[config.mk]
export PLATFORM = sky130hd
export DESIGN_NAME = gated_majority_vote_filter_core_flat
export DESIGN_NICKNAME = d
export VERILOG_FILES = /design/src/rtl/gmvf_pkg.sv /design/src/rtl/gmvf_item_if.sv /design/src/rtl/gmvf_result_if.sv /design/src/rtl/gmvf_cfg_if.sv /design/src/rtl/gated_majority_vote_filter_core.sv /design/src/rtl/gmvf_vote.sv /design/src/flat_wrapper.sv
export SDC_FILE = /design/constraint.sdc
export NUM_CORES = 1
export LEC_CHECK = 0
export BUFFER_PORTS_ARGS = -buffer_cell sky130_fd_sc_hd__buf_4
export CORE_MARGIN = 8
export CORE_UTILIZATION = 59
export DETAILED_ROUTE_END_ITERATION = 12
export GPL_ROUTABILITY_DRIVEN = 0
export HOLD_SLACK_MARGIN = 0.03
export PLACE_DENSITY = 0.88
export SYNTH_ARGS = -nofsm -noshare
export SYNTH_HDL_FRONTEND = slang
export SYNTH_SLANG_ARGS = --single-unit
export TNS_END_PERCENT = 5
[constraint.sdc]
create_clock -name clk -period 9.1 [get_ports clk]
set_input_delay 1.365 -clock clk [delete_from_list [all_inputs] [get_ports clk]]
set_output_delay 1.365 -clock clk [all_outputs]
set_load 0.02 [all_outputs]
[src/rtl/gmvf_pkg.sv]
// Shared widths, register indexes and reset values for the gated majority vote filter.
// No dependencies; every other file imports this package.
`default_nettype none

package gmvf_pkg;

	// Field widths
	localparam int unsigned RMS_W      = 16;
	localparam int unsigned CONF_W     = 16;
	localparam int unsigned CLASS_W    = 2;
	localparam int unsigned CFG_IDX_W  = 2;
	localparam int unsigned CFG_DATA_W = 16;

	// Number of distinct labels a class field can carry
	localparam int unsigned LABEL_CLASSES = 1 << CLASS_W;

	// Configuration register indexes
	typedef logic [CFG_IDX_W-1:0] cfg_idx_t;
	localparam cfg_idx_t REG_ACT_THR  = 2'd0;
	localparam cfg_idx_t REG_CONF_THR = 2'd1;
	localparam cfg_idx_t REG_REST_CLS = 2'd2;

	// Register reset values
	localparam logic [RMS_W-1:0]   ACT_THR_RST  = 16'd256;
	localparam logic [CONF_W-1:0]  CONF_THR_RST = 16'd32768;
	localparam logic [CLASS_W-1:0] REST_CLS_RST = 2'd0;

	typedef logic [CLASS_W-1:0] class_t;

endpackage : gmvf_pkg

`default_nettype wire

[src/rtl/gmvf_item_if.sv]
// Input tick channel: valid/ready handshake with the inference tick fields.
// Depends on gmvf_pkg.
`default_nettype none

interface gmvf_item_if;
	import gmvf_pkg::*;

	logic                valid;
	logic                ready;
	logic                window_ready;
	logic [RMS_W-1:0]    activity_rms;
	class_t              pred_class;
	logic [CONF_W-1:0]   confidence;

	modport source (output valid, window_ready, activity_rms, pred_class, confidence,
		input ready);
	modport sink (input valid, window_ready, activity_rms, pred_class, confidence,
		output ready);

endinterface : gmvf_item_if

`default_nettype wire

[src/rtl/gmvf_result_if.sv]
// Result channel: valid/ready handshake with the voted class and gated intent.
// Depends on gmvf_pkg.
`default_nettype none

interface gmvf_result_if;
	import gmvf_pkg::*;

	logic   valid;
	logic   ready;
	class_t voted_class;
	class_t gated_intent;

	modport source (output valid, voted_class, gated_intent, input ready);
	modport sink (input valid, voted_class, gated_intent, output ready);

endinterface : gmvf_result_if

`default_nettype wire

[src/rtl/gmvf_cfg_if.sv]
// Configuration write channel: valid/ready handshake with register index and data.
// Depends on gmvf_pkg.
`default_nettype none

interface gmvf_cfg_if;
	import gmvf_pkg::*;

	logic                  valid;
	logic                  ready;
	cfg_idx_t              index;
	logic [CFG_DATA_W-1:0] data;

	modport source (output valid, index, data, input ready);
	modport sink (input valid, index, data, output ready);

endinterface : gmvf_cfg_if

`default_nettype wire

[src/rtl/gated_majority_vote_filter_core.sv]
// Gated majority vote filter: threshold gating of classifier ticks and a sliding vote.
// An accepted tick passes through the input register, then the result register, to result valid.
// One tick per cycle unless stalled by result.ready; counters and result load in the same cycle.
// Ticks with window_ready low are dropped at the input register and give no result.
// Reset clears the vote window, counters and fill level, and loads register reset values.
// Depends on gmvf_pkg, the three channel interfaces and gmvf_vote.
`default_nettype none

module gated_majority_vote_filter_core #(
	parameter int unsigned VOTE_DEPTH  = 8,
	parameter int unsigned CLASS_COUNT = 4
) (
	input  wire logic     clk,
	input  wire logic     arst_n,
	gmvf_item_if.sink     item,
	gmvf_result_if.source result,
	gmvf_cfg_if.sink      cfg
);
	import gmvf_pkg::*;

	logic [RMS_W-1:0]  act_thr_q;
	logic [CONF_W-1:0] conf_thr_q;
	class_t            rest_cls_q;

	logic              valid_s1;
	logic [RMS_W-1:0]  rms_s1;
	class_t            cls_s1;
	logic [CONF_W-1:0] conf_s1;

	logic              out_valid_q;
	class_t            voted_q;
	class_t            intent_q;

	logic              advance;
	logic              push;
	class_t            intent;
	class_t            winner;

	// Configuration registers
	assign cfg.ready = 1'b1;

	always_ff @(posedge clk or negedge arst_n) begin
		if (!arst_n) begin
			act_thr_q  <= ACT_THR_RST;
			conf_thr_q <= CONF_THR_RST;
			rest_cls_q <= REST_CLS_RST;
		end else if (cfg.valid) begin
			case (cfg.index)
				REG_ACT_THR:  act_thr_q  <= cfg.data[RMS_W-1:0];
				REG_CONF_THR: conf_thr_q <= cfg.data[CONF_W-1:0];
				REG_REST_CLS: rest_cls_q <= cfg.data[CLASS_W-1:0];
				default:      ;
			endcase
		end
	end

	// Flow control: the result register frees when empty or taken
	assign advance    = !out_valid_q || result.ready;
	assign item.ready = !valid_s1 || advance;
	assign push       = valid_s1 && advance;

	// Input register; drop ticks whose window is not full
	always_ff @(posedge clk or negedge arst_n) begin
		if (!arst_n) begin
			valid_s1 <= 1'b0;
		end else if (item.valid && item.ready) begin
			valid_s1 <= item.window_ready;
		end else if (advance) begin
			valid_s1 <= 1'b0;
		end
	end

	always_ff @(posedge clk) begin
		if (item.valid && item.ready && item.window_ready) begin
			rms_s1  <= item.activity_rms;
			cls_s1  <= item.pred_class;
			conf_s1 <= item.confidence;
		end
	end

	// Gate the classifier result by activity and confidence
	assign intent = ((rms_s1 < act_thr_q) || (conf_s1 < conf_thr_q)) ? rest_cls_q : cls_s1;

	gmvf_vote #(
		.VOTE_DEPTH  (VOTE_DEPTH),
		.CLASS_COUNT (CLASS_COUNT)
	) u_vote (
		.clk    (clk),
		.arst_n (arst_n),
		.push   (push),
		.label  (intent),
		.winner (winner)
	);

	// Result register
	always_ff @(posedge clk or negedge arst_n) begin
		if (!arst_n) begin
			out_valid_q <= 1'b0;
		end else if (advance) begin
			out_valid_q <= valid_s1;
		end
	end

	always_ff @(posedge clk) begin
		if (push) begin
			voted_q  <= winner;
			intent_q <= intent;
		end
	end

	assign result.valid        = out_valid_q;
	assign result.voted_class  = voted_q;
	assign result.gated_intent = intent_q;

	// A tick moving out of the input register always lands in the result register
	a_push_lands: assert property (@(posedge clk) disable iff (!arst_n)
		push |=> out_valid_q)
		else $error("pushed tick did not reach the result register");

	// Low activity forces the rest class
	a_act_gate: assert property (@(posedge clk) disable iff (!arst_n)
		(push && (rms_s1 < act_thr_q)) |=> (intent_q == $past(rest_cls_q)))
		else $error("low activity tick was not gated to rest");

	// A tick with an unfilled window never occupies the input register
	a_skip_drop: assert property (@(posedge clk) disable iff (!arst_n)
		(item.valid && item.ready && !item.window_ready) |=> !valid_s1)
		else $error("skipped tick entered the input register");

endmodule : gated_majority_vote_filter_core

`default_nettype wire

[src/rtl/gmvf_vote.sv]
// Vote window: shift line of the last VOTE_DEPTH labels, per-class counters and argmax.
// Depends on gmvf_pkg; the winner output reflects the counts after the current push.
`default_nettype none

module gmvf_vote #(
	parameter int unsigned VOTE_DEPTH  = 8,
	parameter int unsigned CLASS_COUNT = 4
) (
	input  wire logic            clk,
	input  wire logic            arst_n,
	input  wire logic            push,
	input  wire gmvf_pkg::class_t label,
	output gmvf_pkg::class_t     winner
);
	import gmvf_pkg::*;

	localparam int unsigned CNT_W   = $clog2(VOTE_DEPTH + 1);
	// Labels at or above CLASS_COUNT are never counted; labels never exceed LABEL_CLASSES-1
	localparam int unsigned NUM_CNT = (CLASS_COUNT < LABEL_CLASSES) ? CLASS_COUNT
		: LABEL_CLASSES;

	class_t           ring_q [VOTE_DEPTH];
	logic [CNT_W-1:0] fill_q;
	logic [CNT_W-1:0] cnt_q [NUM_CNT];
	logic [CNT_W-1:0] cnt_d [NUM_CNT];
	logic             full;
	class_t           oldest;

	assign full   = (fill_q == CNT_W'(VOTE_DEPTH));
	assign oldest = ring_q[VOTE_DEPTH-1];

	// Add the new label, drop the label leaving a full window
	always_comb begin
		for (int c = 0; c < NUM_CNT; c++) begin
			cnt_d[c] = cnt_q[c]
				+ CNT_W'(push && (label == CLASS_W'(c)))
				- CNT_W'(push && full && (oldest == CLASS_W'(c)));
		end
	end

	// Pick the highest count, lowest class on tie
	always_comb begin
		winner = '0;
		for (int c = 1; c < NUM_CNT; c++) begin
			if (cnt_d[c] > cnt_d[winner])
				winner = CLASS_W'(c);
		end
	end

	// Advance the label shift line and fill level
	always_ff @(posedge clk or negedge arst_n) begin
		if (!arst_n) begin
			for (int i = 0; i < VOTE_DEPTH; i++)
				ring_q[i] <= '0;
			fill_q <= '0;
		end else if (push) begin
			ring_q[0] <= label;
			for (int i = 1; i < VOTE_DEPTH; i++)
				ring_q[i] <= ring_q[i-1];
			if (!full)
				fill_q <= fill_q + CNT_W'(1);
		end
	end

	// Hold the per-class counts
	always_ff @(posedge clk or negedge arst_n) begin
		if (!arst_n) begin
			for (int c = 0; c < NUM_CNT; c++)
				cnt_q[c] <= '0;
		end else if (push) begin
			for (int c = 0; c < NUM_CNT; c++)
				cnt_q[c] <= cnt_d[c];
		end
	end

endmodule : gmvf_vote

`default_nettype wire
[src/flat_wrapper.sv]
// flat-port wrapper written by rule: the top's interface ports become plain ports
module gated_majority_vote_filter_core_flat import gmvf_pkg::*;
#(
	parameter int unsigned VOTE_DEPTH  = 8,
	parameter int unsigned CLASS_COUNT = 4
)
  (clk, arst_n, item_valid, item_window_ready, item_activity_rms, item_pred_class, item_confidence, item_ready, result_valid, result_voted_class, result_gated_intent, result_ready, cfg_valid, cfg_index, cfg_data, cfg_ready);
  gmvf_item_if item_i ();
  gmvf_result_if result_i ();
  gmvf_cfg_if cfg_i ();
  input  wire logic clk;
  input  wire logic arst_n;
  input wire logic [$bits(item_i.valid)-1:0] item_valid;
  input wire logic [$bits(item_i.window_ready)-1:0] item_window_ready;
  input wire logic [$bits(item_i.activity_rms)-1:0] item_activity_rms;
  input wire logic [$bits(item_i.pred_class)-1:0] item_pred_class;
  input wire logic [$bits(item_i.confidence)-1:0] item_confidence;
  output wire logic [$bits(item_i.ready)-1:0] item_ready;
  output wire logic [$bits(result_i.valid)-1:0] result_valid;
  output wire logic [$bits(result_i.voted_class)-1:0] result_voted_class;
  output wire logic [$bits(result_i.gated_intent)-1:0] result_gated_intent;
  input wire logic [$bits(result_i.ready)-1:0] result_ready;
  input wire logic [$bits(cfg_i.valid)-1:0] cfg_valid;
  input wire logic [$bits(cfg_i.index)-1:0] cfg_index;
  input wire logic [$bits(cfg_i.data)-1:0] cfg_data;
  output wire logic [$bits(cfg_i.ready)-1:0] cfg_ready;
  assign item_i.valid = item_valid;
  assign item_i.window_ready = item_window_ready;
  assign item_i.activity_rms = item_activity_rms;
  assign item_i.pred_class = item_pred_class;
  assign item_i.confidence = item_confidence;
  assign item_ready = item_i.ready;
  assign result_valid = result_i.valid;
  assign result_voted_class = result_i.voted_class;
  assign result_gated_intent = result_i.gated_intent;
  assign result_i.ready = result_ready;
  assign cfg_i.valid = cfg_valid;
  assign cfg_i.index = cfg_index;
  assign cfg_i.data = cfg_data;
  assign cfg_ready = cfg_i.ready;
  gated_majority_vote_filter_core #(.VOTE_DEPTH(VOTE_DEPTH), .CLASS_COUNT(CLASS_COUNT)) u_core (.clk(clk), .arst_n(arst_n), .item(item_i), .result(result_i), .cfg(cfg_i));
endmodule
After elaboration in Yosys (flattened, before gate mapping). Cells that the tools add are included.

Bitwise gates (word level): 3. $add $sub $neg: 9. Muxes and demuxes: 11. Multiply operators: 0. Div/mod/pow operators: 0. Eq/ne operators: 9. Reduce and logical (&&, ||, !) cells: 25. Order comparisons: 7. Shift-type cells: 0.

Operators with widths (number): 16-bit less-than comparator (2); 4-bit by 1-bit adder with 4-bit output (4); 4-bit binary-select mux with 2-bit select (2); 4-bit two-way mux (4); 4-bit by 1-bit subtractor with 4-bit output (4); 4-bit > comparator (3); 1-bit logical AND (12); 2-bit == test, second input constant (5); 2-bit AND reduction (4); 2-bit by 1-bit == test with 1-bit output, second input constant (3); 3-bit greater-or-equal comparator, second input constant (2); 2-bit logical NOT (3); 2-bit NOT with 3-bit output (2); 4-bit by 1-bit adder with 4-bit output, second input constant (1); 4-bit == test, second input constant (1); 2-bit two-way mux (2); 1-bit logical OR (3); 1-bit two-way mux (3); 1-bit logical NOT (2); 2-bit nonzero test (1); 1-bit NOT (1).

ROM bits: 0. Output and inout port bits: 7. Bits in registers: 110. RAM bits: 0. Logic and storage cells: 87. Input bits: 58. Bits in latches: 0. Memories kept: 0.

Depth between registers and ports, before layout.
Word-level depth: 20. Mapped depth: 33. Depth with buffers taken out: 33.

Cells and area by module. From an unflattened synthesis, not the netlist that was laid out.

Cell total of the unflattened synthesis: 477. Area total of the unflattened synthesis: 5637.9 um^2.

Modules (own cells, without submodules): gated_majority_vote_filter_core (area an instance 3273.1 um^2, instances 1, cells an instance 248); gmvf_vote (area an instance 2364.8 um^2, instances 1, cells an instance 229).

Worst setup path after synthesis. No wires, ideal clock.

Kind: input port to flip-flop. Start point: input result_ready. End point: register u_core.voted_q[0], in the netlist u_core.result.voted_class[0] (data pin). Stages: 28. Path slack: 2.297 ns. Setup time: 0.275 ns. Arrival time: 6.528 ns. Buffers on the path: 1. Cells stage by stage: nand2b_1 nand2_1 clkinv_1 clkbuf_1 o21ai_0 ha_1 inv_1 ha_1 fa_1 inv_1 ha_1 nor2b_1 o21ai_0 maj3_2 maj3_2 mux2_4 ha_1 and4_1 a21oi_1 nand2_1 o21a_1 ha_1 nor2b_1 o21ai_0 nand2b_1 a21oi_1 a41o_1 o21ai_0.

RTL lines: start: declaration (RTL line flat_wrapper.sv:22) `input wire logic [$bits(result_i.ready)-1:0] result_ready;`; end signal: assignment (RTL line gated_majority_vote_filter_core.sv:106) `voted_q <= winner;`; end: declaration (RTL line gated_majority_vote_filter_core.sv:31) `class_t voted_q;`.

==> summary.txt <==
CTS
  – CTS max path bufs: 2
  – Cts hold-fix bufs: 0
  – Clock latency on the worst-skew pair: 0.36 ns
  – CTS Buf Count: 9
  – CTS tree: built
  – CTS sink cnt: 110
  – Clock root buffer: clkbuf_8
  – Clock transition at path regs: 0.09 ns
  – Post-CTS setup buffer count: 0
  – H-tree depth: 3
  – Cts repair resizes: 0

Place
  – Area after DPL: ~6200 sq um
  – DPL Wire Length: 8.627 mm
  – Placed cell count: 689
  – Port buffer count: 63
  – Dpl ws: about 1.2 ns

Timing
  – RSZ-0062 raised after global routing: false
  – TNS Setup: 0 ns
  – Period utilization: 0.8447
  – Fin worst setup slack: between 1 and 1.5 ns
  – Final Max Tran Viols: 0
  – Final setup violation count: 0
  – Worst-margin pin slew: between 0.9 and 1 ns
  – Highest clock rate: ~0.13 GHz
  – Fin Clk Skew: between 0.009 and 0.01 ns
  – Crit path time final: just under 8 ns
  – Fin. Hold Viols: 0
  – Slew margin rel.: 0.3906

Logic synthesis
  – Top_reg_cell synth: dfrtp_1
  – Post-Synth Adder-Cell Area: 0.1475
  – Synth Area in Simple Gates: 0.1123
  – #FFs+latches synth: 110
  – Post-synth top area share: 0.3120
  – Post-synthesis net count: 625
  – Async set or reset register ratio after synthesis: 0.6545
  – Largest family of logic cells by synthesized area: adder cells
  – Synth area leader: dfrtp_1
  – Synth top area cells: dfrtp_1, edfxtp_1, ha_1
  – Ys Warns: 0
  – Number of flops mapped to enable cells by yosys: 38
  – Sequential share of the synthesized area: 0.5246
  – Syn Inst Count: between 500 and 600
  – Mux cell area share after synthesis: 0.05639
  – Cell variety after synth: 42
  – Netlist Area Pre-Place: about 5600 sq um
  – Syn avg cell area: between 10 and 15 sq um
  – Xor/xnor cell area share of the yosys netlist: 0.02340
  – Synth Area in Compound Gates: 0.08692

Die
  – Chip height: 113.5 um
  – Die W: between 100 and 150 um
  – Initial core utilization: 0.6076
  – FP Rows: 35
  – DIE AREA: between 10,000 and 15,000 sq um
  – CORE AREA: 9240 sq um
  – IO Count: 65

Pwr
  – Pwr dens: between 300 and 400 nW/um^2
  – Leak: approximately 0.0030 uW
  – Peak supply drop: about 0.3 mV
  – Total power: approximately 2200 uW

Min path
  – Worst Hold Depth: 2
  – Min-delay src: u_core.u_vote.ring_q[13]
  – Hold EP: u_core.u_vote.ring_q[11]
  – Worst hold path class: flop to flop

GRT
  – Largest net degree at the start of global routing: 73
  – Grt peak-use layer: met2
  – Vias in the first global route: around 4,300
  – Grt met1 use: 0.2094
  – First-pass GRT wire length: approximately 19 mm
  – M2 GR Usage: 0.3467
  – Remaining Overflow, GRT: 0
  – Antenna violations before repair: 0
  – GRT met3 Usage: 0.03909
  – GRT Overall Usage: 0.1910

Worst setup path
  – Reg2reg start: u_core.rms_s1[7]
  – CP arrival: roughly 7.8 ns
  – R2R Path End: u_core.result.voted_class[0]
  – CP Max Fanout: 30
  – Flop2flop setup slack: 1.75 ns
  – Worst reg2reg path depth: 30
  – Critical Path Sink Type: flop
  – Crit path top cell by count: ha_1
  – Crit path max-delay cell type: clkinv_1
  – Startpoint Class: primary input
  – Critical path's largest stage delay: around 0.55 ns
  – Worst path required time: roughly 9.2 ns
  – CP Class: primary input to flop

Layout
  – Final nets: between 600 and 700
  – Number of diodes: 0
  – Fillers: 650
  – Most common cell after layout, fill and taps aside: nand2_1
  – Multi-input logic area: between 2000 and 2500 sq um
  – Cell Count, Final, Fillers Out: about 710
  – Cell area after layout: between 6000 and 7000 sq um
  – Synthesis-to-finish area growth: 14.71%
  – Fraction of layout cells with a size suffix above 1: 0.2014
  – Storage element area: ~3000 sq um
  – Most frequent cells in the layout: nand2_1, dfrtp_1, buf_4

Status
  – Status: finished clean

Detailed routing
  – First-pass DRT Iterations: 4
  – Via/cell ratio: approximately 5.5
  – Routed WL: about 12 mm
  – Avg WL per Cell: about 17 um
  – DR iter-0 viols: between 100 and 150
  – Via Count: 3,862
  – Post-route ant nets: 0
  – Residual DRC count: 0

Job
  – Max-cap viol count: 0
-- worst max path at each step --
| stage | slack, ns | end | start |
|---|---|---|---|
| 2_1_floorplan | 2.30 | u_core.result.voted_class[0] | result_ready |
| 3_3_place_gp | 1.51 | u_core.result.voted_class[0] | result_ready |
| 3_5_place_dp | 1.16 | u_core.result.voted_class[0] | result_ready |
| 4_1_cts | 1.52 | u_core.result.voted_class[0] | result_ready |
| 5_1_grt | 0.94 | u_core.result.voted_class[0] | result_ready |
| 6_report | 1.41 | u_core.result.voted_class[0] | result_ready |
-- metal layers --
metal | part of all wire | up-vias
met3 | 0.035 | 26
met5 | 0 | -
met2 | 0.55 | 90
li1 | - | 1853
met1 | 0.39 | 1893
met4 | 0.026 | 0
-- kinds of logic (layout without fill, tap and decap cells) --
kind of cell / after synthesis / count (layout)
AO/OA/AOI/OAI: 80 / 80
XOR/XNOR: 15 / 15
adder cells (fa/ha/maj): 64 / 64
buffers and inverters: 71 / 142
flip-flops: 110 / 110
multiplexers: 28 / 28
other: 1 / 1
AND/OR/NAND/NOR: 136 / 136
-- cells in the mapped netlist (3+ instances only) --
| master | number |
|---|---|
| nand2_1 | 93 |
| dfrtp_1 | 70 |
| ha_1 | 58 |
| inv_1 | 58 |
| edfxtp_1 | 38 |
| o21ai_0 | 38 |
| mux2_2 | 25 |
| a21oi_1 | 13 |
| clkbuf_1 | 11 |
| xnor2_1 | 10 |
| a21o_1 | 9 |
| nand2b_1 | 7 |
| and4_1 | 6 |
| o211ai_1 | 5 |
| xor2_1 | 5 |
| fa_1 | 4 |
| nand3_1 | 4 |
| nor2_1 | 4 |
| nor2b_1 | 4 |
| nor3b_1 | 4 |
| o21a_1 | 4 |
| nand3b_1 | 3 |
| nand4_1 | 3 |
| nor3_1 | 3 |
-- final cells by class --
type / count / share of cell area
Timing Repair Buffer: 67 / 0.07810
Tap cell: 129 / 0.02506
Clock inverter: 3 / 0.006800
Sequential cell: 110 / 0.4574
Inverter: 59 / 0.03439
Clock buffer: 13 / 0.02467
Multi-Input combinational cell: 324 / 0.3736
-- critical path, delay by kind of cell --
family | cells | cell delay, ns
AOI/OAI and AO/OA | 7 | 1.26
adders and majority gates | 8 | 2.50
buffers and inverters | 6 | 1.12
muxes | 1 | 0.31
and+or+nand+nor | 9 | 1.19
-- flip-flops by register name (all words and copies together), names as in the netlist --
register / count
u_core.act_thr_q: 16
u_core.conf_s1: 16
u_core.conf_thr_q: 16
u_core.rms_s1: 16
u_core.u_vote.cnt_q: 16
u_core.u_vote.ring_q: 14
u_core.u_vote.fill_q: 4
u_core.cls_s1: 2
u_core.rest_cls_q: 2
u_core.result.gated_intent: 2
u_core.result.voted_class: 2
u_core.u_vote.oldest: 2
u_core.result.valid: 1
u_core.valid_s1: 1
-- per-stage QoR --
step	utilization	hold WS, ns
finish	0.6970	0.4844
global route	0.6970	0.4966
CTS	0.6970	0.4855
detailed placement	0.6750	0.4626
global placement	0.6750	0.4503
floorplan	-	0.4348
-- power breakdown --
group          internal [uW]  total, uW  switching, uW
Combinational            532       1170            635
Clock                    143        302            159
Sequential               654        723           68.9
Total                   1330       2190            863
Note: power is estimated with default switching activity, not from simulation.
